<file path="src/hw/rtl/kv_block_allocator_evict_defines.svh">
// Assertion macros for the block allocator.
`ifndef KV_BLOCK_ALLOCATOR_EVICT_DEFINES_SVH
`define KV_BLOCK_ALLOCATOR_EVICT_DEFINES_SVH
`define KVBA_ASSERT_IMPL(label, ante, cons) \
  label: assert property (@(posedge clk) disable iff (!rst_n) (ante) |-> (cons)) \
    else $error("kvba check failed");
`define KVBA_ASSERT_NEXT(label, ante, cons) \
  label: assert property (@(posedge clk) disable iff (!rst_n) (ante) |=> (cons)) \
    else $error("kvba check failed");
`endif

</file>
<file path="src/hw/rtl/kvba_pkg.sv">
// Shared types and constants of the block allocator.
package kvba_pkg;
  typedef enum logic [2:0] {
    ST_IDLE,
    ST_SEQ,
    ST_RDB,
    ST_SCAN,
    ST_MUL,
    ST_WB
  } kvba_state_t;

  typedef enum logic [1:0] {
    POL_LRU   = 2'd0,
    POL_SLIDE = 2'd1,
    POL_LFU   = 2'd2,
    POL_COST  = 2'd3
  } kvba_policy_t;

  localparam logic [1:0] CFG_POLICY = 2'd0;
  localparam logic [1:0] CFG_TPB    = 2'd1;
  localparam logic [1:0] CFG_DECAY  = 2'd2;

  localparam int          SCORE_W     = 32;
  localparam int          DECAY_W     = 17;
  localparam int          STAMP_W     = 48;
  localparam logic [16:0] DECAY_ONE   = 17'd65536;
  localparam logic [16:0] DECAY_RST   = 17'd58982;
  localparam logic [8:0]  TPB_RST     = 9'd16;
endpackage

</file>
<file path="src/hw/rtl/kvba_score_unit.sv">
// Score decay: registered products, then add one and saturate.
module kvba_score_unit (
  input  logic        clk,
  input  logic        en,
  input  logic [31:0] freq_i,
  input  logic [31:0] cost_i,
  input  logic [16:0] decay_i,
  output logic [31:0] freq_o,
  output logic [31:0] cost_o
);
  import kvba_pkg::*;

  logic [16:0] dcl;
  logic [48:0] prod_f_r;
  logic [48:0] prod_c_r;
  logic [33:0] sum_f;
  logic [33:0] sum_c;

  assign dcl = (decay_i > DECAY_ONE) ? DECAY_ONE : decay_i;

  always_ff @(posedge clk) begin
    if (en) begin
      prod_f_r <= 49'(freq_i) * 49'(dcl);
      prod_c_r <= 49'(cost_i) * 49'(dcl);
    end
  end

  assign sum_f  = {1'b0, prod_f_r[48:16]} + 34'd65536;
  assign sum_c  = {1'b0, prod_c_r[48:16]} + 34'd65536;
  assign freq_o = (sum_f[33:32] != 2'b00) ? 32'hFFFF_FFFF : sum_f[31:0];
  assign cost_o = (sum_c[33:32] != 2'b00) ? 32'hFFFF_FFFF : sum_c[31:0];
endmodule

</file>
<file path="config.mk">
export PLATFORM = sky130hd
export DESIGN_NAME = kvba_score_unit
export DESIGN_NICKNAME = d
export VERILOG_FILES = /design/src/hw/rtl/kv_block_allocator_evict_defines.svh /design/src/hw/rtl/kvba_pkg.sv /design/src/hw/rtl/kvba_score_unit.sv
export SDC_FILE = /design/constraint.sdc
export NUM_CORES = 2
export LEC_CHECK = 0
export BUFFER_PORTS_ARGS = -buffer_cell sky130_fd_sc_hd__buf_2
export CAP_MARGIN = 10
export CORE_AREA = 2 2 261 263
export CTS_BUF_LIST = sky130_fd_sc_hd__clkbuf_4 sky130_fd_sc_hd__clkbuf_8
export DETAILED_ROUTE_END_ITERATION = 12
export DIE_AREA = 0 0 263 265
export PLACE_DENSITY = 0.83
export SLEW_MARGIN = 10
export SYNTH_ARGS = -nofsm -noshare
export SYNTH_HDL_FRONTEND = slang
export SYNTH_SLANG_ARGS = --single-unit
</file>
<file path="constraint.sdc">
create_clock -name clk -period 12.52 [get_ports clk]
set_input_delay 2.504 -clock clk [delete_from_list [all_inputs] [get_ports clk]]
set_output_delay 2.504 -clock clk [all_outputs]
set_load 0.02 [all_outputs]
</file>
== After elaboration in Yosys (flattened, before gate mapping) ==
Cells that the tools add are included.

* Multiplexer cells: 3
* Add/sub/neg operators: 2
* Reduce and logical (&&, ||, !) cells: 2
* Magnitude comparators: 1
* $mul: 2

{| class="wikitable"
|+ Operators by type and width
! kind !! count
|-
| 32-bit by 17-bit multiplier with 49-bit output || 2
|-
| 33-bit by 17-bit adder with 34-bit output, second input constant || 2
|-
| 32-bit 2-to-1 mux || 2
|-
| 17-bit greater-than comparator, second input constant || 1
|-
| 17-bit 2-to-1 mux || 1
|-
| 2-bit nonzero test || 2
|}

* Flip-flop bits (word level): 98
* Input bits: 83
* Output and inout port bits: 64
* Word-level logic and storage cells: 12

== Longest topological paths before layout ==
* Depth in word-level cells: 3
* Mapped depth: 28
* Mapped depth without buffers: 26

== Worst setup path after synthesis ==
Ideal clock, no wire load.

* Kind: in2reg
* From: in decay_i[1]
* To: reg prod_c_r[31] (data pin)
* Path buffers: 2
* Data required time: 12,251 ps
* Library setup time: 269 ps
* Setup slack: 3,230 ps
* Data arrival time: 9,021 ps
* Cell stages on the path: 26
* Cells stage by stage: nor4_1 > a41oi_1 > nor2b_1 > clkbuf_1 > clkbuf_1 > nand2_1 > fa_1 > inv_1 > fa_1 > inv_1 > fa_1 > inv_1 > fa_1 > fa_1 > inv_1 > fa_1 > inv_1 > ha_1 > a21o_1 > o41ai_1 > nand3_1 > o311ai_1 > nand4b_1 > a211oi_1 > o31ai_1 > xor2_1

* Cells in the longest elaborated chain, start to end: 3

{| class="wikitable"
|+ Ends and longest elaborated chain
! element !! line !! text
|-
| from (decl) || kvba_score_unit.sv:7 || <nowiki>input logic [16:0] decay_i,</nowiki>
|-
| 17-bit greater-than comparator || kvba_score_unit.sv:19 || <nowiki>assign dcl = (decay_i > DECAY_ONE) ? DECAY_ONE : decay_i;</nowiki>
|-
| 17-bit 2-to-1 mux (*) || kvba_score_unit.sv:19 ||
|-
| 32-bit by 17-bit multiplier with 49-bit output (*) || kvba_score_unit.sv:24 || <nowiki>prod_c_r <= 49'(cost_i) * 49'(dcl);</nowiki>
|-
| to (signal assigned) || kvba_score_unit.sv:24 ||
|-
| to (decl) || kvba_score_unit.sv:15 || <nowiki>logic [48:0] prod_c_r;</nowiki>
|}

Mark *: on every way between the ends. The rest lies on a longest branch, timed or not.
A chain may end at the register's enable or synchronous reset.

== Final worst setup path ==
* From: in decay_i[14]
* To: reg prod_c_r[46] (data pin)

Same word-level chain as after synthesis.

==> summary.md <==
| Metric | Value |
|---|---|
| FF+latch area | 1980 um2 |
| Hold Crit Class | primary input to flip-flop |
| Pwr Density | 209 nW/um2 |
| Setup crit start kind | primary input |
| Number of synthesized flops with an enable pin | 66 |
| Gp weighted congestion | 0.889 |
| Tcrit/Tclk final | 0.799 |
| CTS buffer count | 9 |
| Top Layer Used | met5 |
| Critical Path RT | 12.70 ns |
| Hold Crit Start | en |
| Seq cells post-synth | 66 |
| TNS Setup | 0 ns |
| Clock-pin slew on the worst setup and hold paths | 0.08 ns |
| Area grow syn2layout | 4.29% |
| Crit path kind | primary input to flip-flop |
| Final HPWL DP | 67200 um |
| Final global-route overflow total | 0 |
| Post-synth top area cell | fa_1 |
| Total Routed Length | 90100 um |
| Top FF cell, synth | edfxtp_1 |
| CTS tree | yes |
| DRT antenna net count | 0 |
| Clock sink count | 66 |
| Input/output buffers | 146 |
| Netlist cell types | 64 |
| I/O pins | 147 |
| Cts hold-fix bufs | 0 |
| Pre-CTS setup slack | 2.13 ns |
| Metal1 wirelength | 33700 um |
| Routed WL per cell | 18.3 um |
| LEAKAGE | 0.0195 uW |
| Vias | 27386 |
| Commonest non-fill, non-tap cell in the layout | inv_1 |
| Die width | 263 um |
| Share of layout cells above drive strength 1 | 0.0547 |
| Post-route insts no fill | 4936 |
| First-pass GRT wire length | 152000 um |
| Relative slew margins | 0.270 |
| DR WL met3 | 6520 um |
| Pin count of the biggest net entering global routing | 71 |
| Post-CTS sizing | 0 |
| Root Buffer | clkbuf_8 |
| CP arrival | 10.19 ns |
| Design area | 38000 um2 |
| Fmax | 0.0999 GHz |
| Post-CTS setup buffers | 0 |
| Top-area cell type share of the netlist area | 0.491 |
| Synthesis Warnings | 0 |
| Iteration count of the initial detailed-routing pass | 7 |
| Post-placement cell count | 4915 |
| Unrepaired setup endpoints after global routing | no |
| Area of placed instances | 37800 um2 |
| All-Layer GR Usage | 0.273 |
| Maxcap violations | 0 |
| Tmin final | 10.01 ns |
| DRC errors left | 0 |
| Synth Cell Area | 36400 um2 |
| Row count | 95 |
| Initial antenna violation count | 9 |
| Critical Path Source | decay_i[14] |
| Die H | 265 um |
| Htree depth | 3 |
| # fillers | 5715 |
| Commonest non-fill, non-tap cells in the layout | inv_1, fa_1, nand2_1 |
| Vias in the first global route | 30458 |
| Core area | 66800 um2 |
| Routed wl met2 | 46400 um |
| Clock Path Buffers | 2 |
| FFs w/ async S/R, synth | 0 |
| Outcome | complete, no violations |
| Syn Area/Cell | 8.91 um2 |
| Nets | 5274 |
| Worst Max-Slew Pin Slew | 1.09 ns |
| Post-Syn Nets | 5307 |
| Setup Viol. Count Final | 0 |
| Vias per cell | 5.55 |
| Fin. max-slew vios | 0 |
| Area of the multi-input gates | 30100 um2 |
| Synth Instances | 4086 |
| Sequential share of the synthesized area | 0.0544 |
| Top cells by area, synth | fa_1, inv_1, ha_1 |
| Initial Util | 0.545 |
| Number of DRC markers in iteration 0 | 1755 |
| Crit path max fanout | 36 |
| Final worst-path setup slack | 2.51 ns |
| CP endpoint kind | flip-flop |
| Maximum vdd drop | 0.235 mV |
| Final Hold Viols | 0 |
| DIE AREA | 69700 um2 |
-- kinds of logic (layout without fill, tap and decap cells) --
group,after synthesis,in the layout,synth area share
compound gates,220,220,0.0406
xor+xnor,85,85,0.0204
fa+ha+maj,1138,1138,0.575
buf+inv,1192,1163,0.123
flops,66,66,0.0544
mux,2,2,0.000550
other cells,0,6,0
simple gates,1383,1383,0.186
-- state kept, by name, indices dropped and copies added (netlist names) --
name,flops
prod_f_r,33
prod_c_r,33
-- critical path, stage by stage --
cell and delay, ns:
buf_2 0.10, nor4_1 0.34, a41oi_2 0.16, buf_4 0.25
nor2b_4 0.76, buf_12 0.32, nand2_1 0.11, fa_1 0.54
inv_1 0.06, fa_1 0.48, fa_1 0.58, fa_1 0.46
fa_1 0.54, inv_1 0.06, fa_1 0.47, inv_1 0.04
ha_1 0.37, a21oi_1 0.11, o21ai_2 0.27, o21ai_0 0.16
nor3_1 0.17, o21ai_1 0.15, a31o_2 0.32, o31ai_1 0.42
o221ai_1 0.23, xnor2_1 0.16
-- Yosys cell counts (3+ instances only) --
cell      count
inv_1       978
a21o_1       38
and3_1       15
a21oi_1      70
xor2_1       40
and4_1        3
nand2b_1     37
a41oi_1       5
o21bai_1      4
nor2_1       51
buf_2         4
xnor2_1      45
or2_2         3
a31o_2        3
clkbuf_1    197
ha_1        244
nor3_1       11
o211ai_1      3
o31ai_1       7
buf_1        13
and2_1      481
o21ai_0      30
nand4_1      19
nor4_1        6
a211oi_2      3
or3_1         4
o21ai_1       5
a31oi_1       9
o31ai_2       3
nor2b_1      28
fa_1        894
edfxtp_1     66
nand3_1      34
nand2_1     686
o22ai_1       4
o21a_1        7
-- layer usage --
metal	track usage	vias up
met4	0.114	8
met2	0.479	1163
li1	-	11783
met1	0.339	14142
met5	0	-
met3	0.0410	290
-- worst paths after layout --
check | end | slack, ns | cells after the start
max | prod_c_r[46] | 2.51 | 26
min | prod_c_r[47] | 2.84 | 2
-- report_power, final --
part	leakage [uW]	internal, uW	total [uW]	switching, uW
Combinational	0.0187	2880	7000	4130
Sequential	0.000645	648	716	68.6
Clock	0.000105	110	210	101
Total	0.0195	3630	7930	4300
-- through the flow --
step / hold slack [ns] / util / total power [uW]
floorplan: 2.62 / - / 5930
global placement: 3.05 / 0.565 / 7440
detailed placement: 3.03 / 0.565 / 7670
CTS: 2.85 / 0.568 / 7930
global route: 2.89 / 0.569 / 8870
finish: 2.84 / 0.569 / 7930
-- layout make-up --
type,instances,area share
timing repair buffer,170,0.0243
sequential,66,0.0522
tap,873,0.0288
multi-input combinational,2828,0.792
clock inverter,6,0.00217
antenna,6,0.000395
clock buffer,9,0.00326
inverter,978,0.0966
Power figures use the tool's default switching activity.
