## src/hw/rtl/kv_block_allocator_evict_defines.svh

```systemverilog
// Assertion macros for the block allocator.
`ifndef KV_BLOCK_ALLOCATOR_EVICT_DEFINES_SVH
`define KV_BLOCK_ALLOCATOR_EVICT_DEFINES_SVH
`define KVBA_ASSERT_IMPL(label, ante, cons) \
  label: assert property (@(posedge clk) disable iff (!rst_n) (ante) |-> (cons)) \
    else $error("kvba check failed");
`define KVBA_ASSERT_NEXT(label, ante, cons) \
  label: assert property (@(posedge clk) disable iff (!rst_n) (ante) |=> (cons)) \
    else $error("kvba check failed");
`endif

```

## src/hw/rtl/kvba_seq_table.sv

```systemverilog
// Per-sequence current block and fill count, registered read.
module kvba_seq_table #(
  parameter int NUM_SEQS = 16,
  parameter int SW       = 4,
  parameter int AW       = 6,
  parameter int FW       = 8
) (
  input  logic          clk,
  input  logic          rst_n,
  input  logic          rd_en,
  input  logic [SW-1:0] rd_addr,
  output logic [AW-1:0] rd_cur,
  output logic [FW-1:0] rd_fill,
  input  logic          wr_en,
  input  logic [SW-1:0] wr_addr,
  input  logic [AW-1:0] wr_cur,
  input  logic [FW-1:0] wr_fill
);
  logic [AW+FW-1:0]   mem [NUM_SEQS];
  logic [NUM_SEQS-1:0] vld_r;
  logic [AW+FW-1:0]   rd_data_r;
  logic               rd_vld_r;

  always_ff @(posedge clk) begin
    if (wr_en) begin
      mem[wr_addr] <= {wr_cur, wr_fill};
    end
    if (rd_en) begin
      rd_data_r <= mem[rd_addr];
    end
  end

  always_ff @(posedge clk) begin
    if (!rst_n) begin
      vld_r    <= '0;
      rd_vld_r <= 1'b0;
    end else begin
      if (wr_en) begin
        vld_r[wr_addr] <= 1'b1;
      end
      if (rd_en) begin
        rd_vld_r <= vld_r[rd_addr];
      end
    end
  end

  assign rd_cur  = rd_vld_r ? rd_data_r[AW+FW-1:FW] : '0;
  assign rd_fill = rd_vld_r ? rd_data_r[FW-1:0] : '0;
endmodule

```

## config.mk

```make
export PLATFORM = sky130hd
export DESIGN_NAME = kvba_seq_table
export DESIGN_NICKNAME = d
export VERILOG_FILES = /design/src/hw/rtl/kv_block_allocator_evict_defines.svh /design/src/hw/rtl/kvba_seq_table.sv
export SDC_FILE = /design/constraint.sdc
export NUM_CORES = 1
export LEC_CHECK = 0
export BUFFER_PORTS_ARGS = -buffer_cell sky130_fd_sc_hd__buf_2
export CAP_MARGIN = 10
export CORE_ASPECT_RATIO = 1.25
export CORE_MARGIN = 2
export CORE_UTILIZATION = 35
export CTS_BUF_LIST = sky130_fd_sc_hd__clkbuf_4 sky130_fd_sc_hd__clkbuf_8 sky130_fd_sc_hd__clkbuf_16
export CTS_CLUSTER_DIAMETER = 200
export DETAILED_ROUTE_END_ITERATION = 7
export PLACE_DENSITY_LB_ADDON = 0.3
export RECOVER_POWER = 25
export SLEW_MARGIN = 20
export SYNTH_ARGS = -nofsm -noshare
export SYNTH_HDL_FRONTEND = slang
export SYNTH_SLANG_ARGS = --single-unit
export TNS_END_PERCENT = 20
```

## constraint.sdc

```tcl
create_clock -name clk -period 7.4 [get_ports clk]
set_input_delay 1.48 -clock clk [delete_from_list [all_inputs] [get_ports clk]]
set_output_delay 1.48 -clock clk [all_outputs]
set_load 0.05 [all_outputs]
```

## Word level (Yosys, flattened, before mapping)

Memory sizes are Yosys's and may differ from the RTL's. A register that Yosys moved wholly into a read port is not among the register bits.
Index checks and enable logic that the tools add are counted.

- Word-level logic and storage cells: 16
- Input port bits: 26
- Memories: 1
- Output and inout port bits: 14
- RAM bits: 224
- Register bits: 17

- Mux-type cells: 8
- Bitwise logic cells: 1
- Reductions and logical operators: 1
- Magnitude comparators: 3

Memories:

| memory | depth | bits a word | read ports | clocked after memory_dff | write ports | RTL line | RTL |
|---|---|---|---|---|---|---|---|
| mem | 16 | 14 | 1 | 1 | 1 | kvba_seq_table.sv:19 | `logic [AW+FW-1:0] mem [NUM_SEQS];` |

Operators with widths:

| operator | count |
|---|---|
| $or 16x16->16 | 1 |
| $lt 4x5->1 const B | 2 |
| $mux 8 | 1 |
| $mux 6 | 1 |
| $bmux 1 s4 | 1 |
| $demux 1 s4 | 1 |
| $ge 4x1->1 const B | 1 |
| $mux 1 | 4 |
| $logic_and 1x1->1 | 1 |

## Logic depth before layout (Yosys ltp)

Gate-level depths: netlist of run 1.

- Depth in word-level cells: 5
- Gate-level depth with buffers: 6
- Depth with buffers taken out: 4

## Least setup slack after synthesis of run 1

OpenSTA, ideal clock, no wires.

- Path kind: input to register
- Start point: input wr_addr[2]
- End point: memory mem[0][0] (netlist bit), enable pin
- Stages: 2
- Data required time: 6.995 ns
- Path buffers: 0
- Arrival time: 3.042 ns
- Library setup time: 0.405 ns
- Slack: 3.953 ns
- Path through: or3b_2 > nor3_1

RTL lines:

| item | RTL line | RTL |
|---|---|---|
| from (decl) | kvba_seq_table.sv:15 | `input logic [SW-1:0] wr_addr,` |
| to (decl) | kvba_seq_table.sv:19 |  |

No word-level cell before the write port.

==> results.md, run 1 <==
- Status: finished clean
- Post-CTS resize count: 0
- Tightest Pin Transition: between 0.8 and 0.9 ns
- Most frequent cells in the layout: edfxtp_1, mux4_2, buf_2
- Global-route wire length before repair: between 20000 and 30000 um
- Post-Synth XOR/XNOR Area: 0
- Fmax: a little under 300 MHz
- Crit path capture type: register
- Drt first pass iters: 4
- Hold-fix buffers, CTS: 0
- Mapped Cells: about 420
- Adder-cell share of the synthesized area: 0
- Worst Setup Path Type: input port to register
- Largest family of logic cells by synthesized area: multiplexers
- RSZ-0062 raised after global routing: false
- CP max FO: 35
- Yosys cell types: 23
- Clock sink count: about 260
- Fin util: 0.411
- Max-Cap Viols: 0
- Pin count of the biggest net entering global routing: a little under 60
- Reg-to-reg endpoint: rd_data_r[12]
- Ant diodes: 0
- Final worst path period share: 0.462
- Clk buf depth: 3
- Filler cells: approximately 2400
- IO Pins: 40
- Core area: approximately 27000 um^2
- Drt total wl: approximately 20000 um
- Commonest non-fill, non-tap cell in the layout: edfxtp_1
- Worst-path clk slew: approximately 0.070 ns
- Critical-path cell list: buf_4 -> buf_4 -> mux4_2 -> mux4_2
- Root Buffer Master: clkbuf_16
- Flop-to-flop setup slack: about 5.8 ns
- Slowest stage delay, CP: 0.66 ns
- Register area share after synthesis: 0.776
- Worst EP required: 7.66 ns
- Initial Util: 0.357
- Die W: roughly 150 um
- Vias in the first global route: 4711
- WL/cell: 24.2 um
- Total Routing Usage GR: 0.141
- Remaining global-route overflow: 0
- Critical path arrival: approximately 3.7 ns
- Hold Violations, Final: 0
- Layout area overhead: 14.9%
- Reg2reg start: mem[14][12]
- Fin Hold WS: between 0.4 and 0.5 ns
- Post-synthesis mux area share: 0.172
- CTS buffer count: 23
- Final setup fails: 0
- Residual DRC: 0
- Min-delay src: vld_r[11]
- Hold path depth: 1
- Total die area: roughly 29000 um^2
- Max Slew Vio Count: 0
- Post-DP HPWL: ~11000 um
- CTS tree: yes
- Simple-Gate Fraction of Synth Area: 0.0236
- Setup Buffers After CTS: 0
- Clock skew: a little over 0.02 ns
- Clk Latency, worst-skew pair: between 0.5 and 0.6 ns
- Routability congestion estimate: 0.733
- Pre-CTS setup slack: about 3.4 ns
- R2R depth: 2
- CP max-delay cell: buf_4
- Initial antenna violation count: 0
- Final ANT Viol Nets: 0
- Avg Inst Size Synth: around 23 um^2
- Ys Warns: 0
- Crit path time final: 3.42 ns
- Max rail drop VDD: 114 uV
- Setup ws final: 3.98 ns
- Mapped Area: around 9600 um^2
- Die H: around 190 um
- Syn Nets: 441
- Via count: 4355
- Ratio of cells with drive above 1 in the final layout: 0.348
- Vias/cell: about 5.2
- Pwr dens: between 200 and 300 nW/um^2
- Hold Crit Class: register to register
- Worst Hold End: vld_r[11]
- Relative slew slack: 0.415
- Flops & latches, synth: between 200 and 300
- Startpoint Class: input port
- P_leak: 3.51 nW
- Setup TNS Final: 0 ns
- Row count: 67
- Initial DRC Count: 348
- IO buf count: 39
- Complex-gate fraction of the synthesized area: 0.0159
- H-tree depth: 1
- # nets final: approximately 500
Yosys cell counts:
cell | instances | area [um^2]
edfxtp_1 | 238 | 7150
nand2b_1 | 2 | 12.5
dfxtp_1 | 17 | 340
nand3_1 | 2 | 10.0
nor2b_1 | 1 | 6.26
nand3b_1 | 3 | 22.5
buf_1 | 2 | 7.51
inv_1 | 1 | 3.75
nand2_1 | 2 | 7.51
a32oi_1 | 1 | 8.76
o21a_1 | 16 | 120
a221oi_1 | 2 | 17.5
clkbuf_1 | 7 | 26.3
mux4_2 | 72 | 1620
buf_8 | 2 | 30.0
nor3_1 | 4 | 20.0
o211ai_1 | 1 | 7.51
buf_2 | 8 | 40.0
and2_1 | 14 | 87.6
nor2_1 | 14 | 52.6
mux2i_1 | 4 | 40.0
or3b_2 | 1 | 8.76
buf_6 | 1 | 11.3
sequential cells by signal (all words and copies together), names as in the netlist:
signal and count:
rd_vld_r 1, mem 224, rd_data_r 14, vld_r 16
through the flow:
stage,instances,cell area [um^2],total power [W]
floorplan,415,9650,0.00175
global placement,796,10300,0.00180
detailed placement,796,10300,0.00180
CTS,836,11100,0.00298
global route,836,11100,0.00304
finish,836,11100,0.00295
logic make-up (layout without fill, tap and decap cells):
family / count (synthesis) / after routing
mux: 76 / 76
simple gates: 43 / 43
compound gates: 20 / 20
flops: 255 / 255
buf+inv: 21 / 97
layout make-up:
class | instances | area (um^2) | area share
Tap cell | 345 | 432 | 0.0389
Multi-Input combinational cell | 139 | 2100 | 0.189
Timing Repair Buffer | 56 | 313 | 0.0282
Inverter | 1 | 3.75 | 0.000339
Sequential cell | 255 | 7490 | 0.676
Clock inverter | 14 | 151 | 0.0137
Clock buffer | 26 | 598 | 0.0540
layer usage:
layer,routed length (um),vias to the layer above,global-route usage,part of all wire
met5,0,-,0,0
met4,597,0,0.0552,0.029
met3,990,45,0.0210,0.049
met2,10600,112,0.255,0.52
met1,8120,2329,0.173,0.40
li1,-,1869,-,-
power breakdown:
group	internal, W	switching, W
registers	0.00161	0.0000101
logic	0.0000618	0.0000848
clock network	0.000686	0.000492
worst max path at each step:
stage / from / end / slack [ns] / cells past startpoint
finish: rd_addr[0] / rd_data_r[0] / 3.98 / 4
global route: rd_addr[0] / rd_data_r[7] / 3.78 / 4
CTS: rd_vld_r / rd_fill[7] / 3.90 / 2
detailed placement: rd_addr[0] / rd_data_r[2] / 3.38 / 4
global placement: rd_addr[0] / rd_data_r[10] / 3.43 / 4
floorplan: wr_addr[2] / mem[0][0] / 3.95 / 2
worst max-delay path, delay by kind of cell:
| kind | cells | cell delay (ns) |
|---|---|---|
| buffers and inverters | 2 | 1.08 |
| multiplexers | 2 | 1.06 |
No activity file was read; power rests on OpenSTA's default activity.
==> run 2: changes to the inputs <==
==> constraint.sdc (replaced) <==
create_clock -name clk -period 2.8 [get_ports clk]
set_input_delay 0.56 -clock clk [delete_from_list [all_inputs] [get_ports clk]]
set_output_delay 0.56 -clock clk [all_outputs]
set_load 0.05 [all_outputs]
==> run 2 against run 1 <==
Final cell count rose by 1.1%; worst setup slack worse by 3.5 ns; non-clock buffer count is 9 higher; global-route usage rose by 0.51 points; sequential power increased to 2.6 times the previous value; first-iteration DRC count is 0.29% lower; highest routed layer unchanged; clock skew fell by 0.010 ns; largest power group unchanged.
==> results.md, run 2 (synthesis results as in run 1) <==
- Drt total wl: 21000 um (+3.4%)
- Critical path arrival: 1.81 ns (-1.86 ns)
- Hold path depth: 1 (unchanged)
- Setup Buffers After CTS: 0 (unchanged)
- Worst-path clk slew: 0.06 ns (about the same)
- Remaining global-route overflow: 0 (unchanged)
- Vias/cell: 5.31 (+1.9%)
- Met2 Track Usage GR: 0.261 (+0.00658)
- Max rail drop VDD: 307 uV (+170%)
- Via count: 4487 (+3.0%)
- Post-DP HPWL: 11600 um (+7.6%)
- Total die area: 28900 um^2 (unchanged)
- Commonest non-fill, non-tap cell in the layout: edfxtp_1
- Global-route wire length before repair: 31000 um (+3.4%)
- Post-CTS resize count: 0 (unchanged)
- Layout area overhead: 16.8%
- Max-Cap Viols: 0 (unchanged)
- Fin util: 0.417 (+0.00681)
- Final setup fails: 0 (unchanged)
- Flop-to-flop setup slack: 1.19 ns (-4.59 ns)
- Pin count of the biggest net entering global routing: 59 (unchanged)
- Met1 GRT Util: 0.178 (+0.00551)
- CTS buffer count: 23 (unchanged)
- Final ANT Viol Nets: 0 (unchanged)
- Internal power: 0.00647 W (+170%)
- Most frequent cells in the layout: edfxtp_1, mux4_2, buf_2
- Startpoint Class: register
- P_leak: 3.62 nW (+3.0%)
- Drt first pass iters: 4 (unchanged)
- Core area: 27000 um^2 (unchanged)
- Initial DRC Count: 347 (-0.29%)
- Routability congestion estimate: 0.689 (-6.1%)
- Clk Latency, worst-skew pair: 0.51 ns (about the same)
- Hold-fix buffers, CTS: 0 (unchanged)
- Max Slew Vio Count: 0 (unchanged)
- Ratio of cells with drive above 1 in the final layout: 0.362 (+0.0137)
- Power share of the combinational group: 0.051 (about the same)
- Filler cells: 2347 (-0.68%)
- Status: finished clean
- Relative slew slack: 0.570 (+0.155)
- Most Crowded Layer GR: met2
- Final worst path period share: 0.846
- Pwr dens: 713 nW/um^2 (+170%)
- Crit path capture type: output pin
- Worst Setup Path Type: register to output pin
- CP max FO: 10 (-71%)
- Ant diodes: 0 (unchanged)
- Die W: 153 um (unchanged)
- Root Buffer Master: clkbuf_16
- Clock share of power: 0.415 (+0.015)
- Total Routing Usage GR: 0.147 (+0.00507)
- Setup TNS Final: 0 ns (unchanged)
- IO buf count: 39 (unchanged)
- Initial antenna violation count: 0 (unchanged)
- Row count: 67 (unchanged)
- Top reg by flops: mem
- WL/cell: 24.8 um (+2.3%)
- H-tree depth: 1 (unchanged)
- Clk buf depth: 3 (unchanged)
- Die H: 190 um (unchanged)
- Largest regs: mem (224), vld_r (16), rd_data_r (14)
- RSZ-0062 raised after global routing: false
- IO Pins: 40 (unchanged)
- Reg power frac: 0.534 (-0.017)
- Hold Crit Class: input port to register
- Switching pwr: 0.00156 W (+170%)
- GRT met3 Usage: 0.0232 (+0.00228)
- R2R depth: 2 (unchanged)
- Fmax: 422 MHz
- Residual DRC: 0 (unchanged)
- Vias in the first global route: 4857 (+3.1%)
- Switching part of the total: 0.194 (-0.00501)
- CTS tree: yes
- Initial Util: 0.357 (unchanged)
- Crit path time final: about 2.4 ns
- Clock skew: 0.0101 ns (-0.0102 ns)
- Hold Violations, Final: 0 (unchanged)
- # nets final: 511 (+1.8%)
- Tightest Pin Transition: 0.646 ns (-0.232 ns)
- Worst EP required: 2.24 ns (-5.42 ns)
- Max reg flops: 224 (unchanged)
- Clock sink count: 255 (unchanged)
run 2: changes by cell type in the layout (fill, tap and decap cells not counted), moves of 3 or more:
cell	before	now
clkbuf_8	0	4
buf_4	18	22
clkinv_1	4	1
clkinvlp_4	3	0
buf_12	0	5
run 2: power by group through the flow:
stage / clock, W / combinational (W) / sequential (W)
after global placement: 0 / 0.000405 / 0.00437
final: 0.00333 / 0.000408 / 0.00429
after global routing: 0.00355 / 0.000439 / 0.00429
after CTS: 0.00341 / 0.000420 / 0.00429
after floorplan: 0 / 0.000258 / 0.00436
after detailed placement: 0 / 0.000419 / 0.00437
run 2: path summary, 6_finish.rpt:
kind                                  from             to
worst min-delay path             wr_cur[3]     mem[1][11]
worst min register to register   vld_r[10]      vld_r[10]
worst max register to register  mem[3][11]  rd_data_r[11]
worst max-delay path              rd_vld_r     rd_fill[3]
run 2: worst max-delay path, stage by stage, from the launching register on:
cell	delay (ns)
dfxtp_1	0.68
buf_4	0.25
and2_1	0.12
buf_2	0.25
run 2: cell type report:
cell class	instances	area [um^2]	share of cell area
repair buffers	65	440	0.0391
clock inverters	8	143	0.0127
inverters	1	3.75	0.000333
clock buffers	32	668	0.0593
flip-flops and latches	255	7490	0.665
multi-input cells	139	2090	0.186
well taps	345	432	0.0383
run 2: routing by layer:
metal  routed length (um)  part of all wire
met3                  923             0.044
met5                    0                 0
met4                  799             0.038
met2                10900              0.52
met1                 8340              0.40
run 2: per-stage QoR:
step                      worst slack [ns]  area [um^2]  total power, W  hold WS [ns]  instances
after detailed placement             0.353        10500         0.00479         0.451        805
after floorplan                      0.273         9650         0.00462         0.435        415
after global placement               0.404        10500         0.00477         0.442        805
after global routing                 0.305        11300         0.00828         0.441        845
after CTS                            0.346        11300         0.00812         0.404        845
final                                0.432        11300         0.00803         0.435        845
==> run 3: changes to the inputs <==
--- a/config.mk
+++ b/config.mk
@@ -5,6 +5,7 @@
 export SDC_FILE = /design/constraint.sdc
 export NUM_CORES = 1
 export LEC_CHECK = 0
+export ABC_AREA = 1
 export BUFFER_PORTS_ARGS = -buffer_cell sky130_fd_sc_hd__buf_2
 export CAP_MARGIN = 10
 export CORE_ASPECT_RATIO = 1.25
==> constraint.sdc (replaced) <==
create_clock -name clk -period 2.4 [get_ports clk]
set_input_delay 0.48 -clock clk [delete_from_list [all_inputs] [get_ports clk]]
set_output_delay 0.48 -clock clk [all_outputs]
set_load 0.05 [all_outputs]
==> run 3 against run 2 <==
Hold slack worse by 0.21 ns; via count up 41%; sequential power up 17%; clock-buffer cell count up 1; critical path depth up 1; die area up 5.1%; worst setup slack worse by 0.13 ns; combinational power up 44%; largest cell class unchanged.
==> results.md, run 3 <==
- Setup Buffers After CTS: 0 (unchanged)
- Crit path capture type: output pin
- Most common cell in the netlist: edfxtp_1
- Worst-path clk slew: 0.06 ns (about the same)
- Drt total wl: 25000 um (+19%)
- Ys Warns: 0 (unchanged)
- Relative slew slack: 0.571 (+0.00133)
- Buf/Inv on CP: 3 (+1)
- Reg power frac: 0.530 (-0.004)
- Ant diodes: 0 (unchanged)
- Max-Cap Viols: 0 (unchanged)
- Drt first pass iters: 5 (+1)
- Area of the multi-input gates: 2280 um^2 (+9.0%)
- Max rail drop VDD: 377 uV (+23%)
- Critical-path cell list: buf_4 -> nand2_1 -> inv_1 -> buf_2
- Asr flop ratio synth: 0 (unchanged)
- Synth top cells by count: edfxtp_1, nor2_1, o21ai_0
- Remaining global-route overflow: 0 (unchanged)
- Top reg by flops: mem
- Critical path arrival: 1.62 ns (-0.19 ns)
- Ratio of cells with drive above 1 in the final layout: 0.148 (-0.214)
- Post-synth top area share: 0.704 (-0.0365)
- Core area: 28500 um^2 (+5.5%)
- Switching pwr: 0.00202 W (+30%)
- CP max FO: 14 (+4)
- IO buf count: 39 (unchanged)
- Initial DRC Count: 526 (+52%)
- Pin count of the biggest net entering global routing: 112 (+90%)
- Routability congestion estimate: 0.746 (+8.3%)
- Clk Latency, worst-skew pair: 0.51 ns (about the same)
- # nets final: 884 (+73%)
- Hold Crit Class: input port to register
- Flop-to-flop setup slack: 1.23 ns (+0.04 ns)
- Die H: 194 um (+2.5%)
- Most frequent cells in the layout: edfxtp_1, nor2_1, o21ai_0
- CTS buffer count: 24 (+4.3%)
- Worst EP required: 1.92 ns (-0.32 ns)
- Initial Util: 0.356 (-0.00121)
- Post-synth EDFFs: 238 (unchanged)
- Fin Hold WS: 0.224 ns (-0.211 ns)
- Row count: 69 (+3.0%)
- P_leak: 3.98 nW (+10%)
- Setup TNS Final: 0 ns (unchanged)
- Clock skew: 0.00650 ns (-0.00363 ns)
- Status: finished clean
- Post-CTS resize count: 0 (unchanged)
- Mapped Cells: 812 (+96%)
- Startpoint Class: register
- Area leader, netlist: edfxtp_1
- Clock share of power: 0.408 (-0.007)
- Vias/cell: 5.16 (-2.9%)
- Total die area: 30400 um^2 (+5.1%)
- Slowest stage delay, CP: 0.33 ns (-0.35 ns)
- Final setup fails: 0 (unchanged)
- Tightest Pin Transition: 0.644 ns (-0.00200 ns)
- Synth top area cells: edfxtp_1, nor2_1, o21ai_0
- Post-DP HPWL: 13600 um (+17%)
- Layout area overhead: 14.6%
- Final worst path period share: 0.874
- CP max-delay cell: dfxtp_1
- Root Buffer Master: clkbuf_16
- Clk buf depth: 3 (unchanged)
- Vias in the first global route: 6206 (+28%)
- Fmax: roughly 480 MHz
- Clock sink count: 255 (unchanged)
- Storage element area: 7490 um^2 (unchanged)
- RSZ-0062 raised after global routing: false
- CTS tree: yes
- WL/cell: 20.3 um (-18%)
- Initial antenna violation count: 0 (unchanged)
- Mapped Area: 10100 um^2 (+5.2%)
- Flops & latches, synth: 255 (unchanged)
- IO Pins: 40 (unchanged)
- Residual DRC: 0 (unchanged)
- Yosys cell types: 22 (-4.3%)
- Max Slew Vio Count: 0 (unchanged)
- Hold Violations, Final: 0 (unchanged)
- Die W: 156 um (+2.5%)
- Total Routing Usage GR: 0.167 (+0.0200)
- Syn Nets: 838 (+90%)
- Avg Inst Size Synth: 12.5 um^2 (-46%)
- Worst Setup Path Type: register to output pin
- Top FF cell, synth: edfxtp_1
- Hold-fix buffers, CTS: 0 (unchanged)
- Post-route cell area: 11600 um^2 (+3.2%)
- Via count: 6346 (+41%)
- Register area share after synthesis: 0.738 (-0.0383)
- Commonest non-fill, non-tap cell in the layout: edfxtp_1
- Power share of the combinational group: 0.062 (+0.011)
- Final ANT Viol Nets: 0 (unchanged)
- Pwr dens: 811 nW/um^2 (+14%)
- Switching part of the total: 0.214 (+0.0202)
- Internal power: 0.00741 W (+15%)
- Largest regs: mem (224), vld_r (16), rd_data_r (14)
- Crit path time final: 2.10 ns
- Global-route wire length before repair: 37900 um (+22%)
- CP delay by family, top: buffers and inverters
- H-tree depth: 1 (unchanged)
- Filler cells: 2644 (+13%)
- Max reg flops: 224 (unchanged)
- Cell Area, Placed: 10800 um^2 (+3.4%)
[run 3: cell count changes after synthesis, sizes merged, moves of 4 or more]
cell    delta
mux2i      -4
inv       +26
and2      -14
mux4      -72
o21ai    +112
nor2     +199
clkbuf    +12
o211ai    +52
buf       +18
o21a      -14
nand2     +49
nand3     +41
[run 3: layout make-up]
cell class | instances | share of cell area
multi-input combinational | 479 | 0.196
clock buffer | 33 | 0.0606
sequential | 255 | 0.644
inverter | 28 | 0.00925
tap | 355 | 0.0382
clock inverter | 11 | 0.00957
timing repair buffer | 70 | 0.0425
[run 3: worst paths after layout]
check | depth (start not counted) | to | start
max | 4 | rd_fill[2] | rd_vld_r
max reg2reg | 6 | rd_data_r[11] | mem[5][11]
min reg2reg | 2 | vld_r[11] | vld_r[11]
min | 2 | vld_r[0] | rst_n
[run 3: power groups by stage]
stage	Clock [W]	Sequential, W	Combinational (W)
floorplan	0	0.00509	0.000368
global placement	0	0.00509	0.000593
detailed placement	0	0.00509	0.000600
CTS	0.00391	0.00500	0.000600
global route	0.00408	0.00501	0.000656
finish	0.00384	0.00500	0.000589
[run 3: cell families (layout without fill, tap and decap cells)]
group / after synthesis / count (layout) / share of synthesized area
buf+inv: 78 / 142 / 0.0414
flops: 255 / 255 / 0.738
simple gates: 309 / 309 / 0.121
compound gates: 170 / 170 / 0.0996
[run 3: through the flow]
step           utilization  setup slack, ns  cells  power [W]
5_1_grt              0.408            0.231   1231    0.00975
3_5_place_dp         0.380            0.488   1187    0.00569
3_3_place_gp         0.380            0.515   1187    0.00569
4_1_cts              0.409            0.270   1231    0.00951
6_report             0.408            0.303   1231    0.00943
2_1_floorplan            -            0.596    812    0.00545
[run 3: per-layer routing]
metal / share of wire / vias to the layer above / wire length [um] / global-route usage
li1: - / 2987 / - / -
met1: 0.41 / 3134 / 10400 / 0.211
met5: 0 / - / 0 / 0
met3: 0.046 / 60 / 1150 / 0.0227
met2: 0.50 / 165 / 12600 / 0.287
met4: 0.037 / 0 / 923 / 0.0676
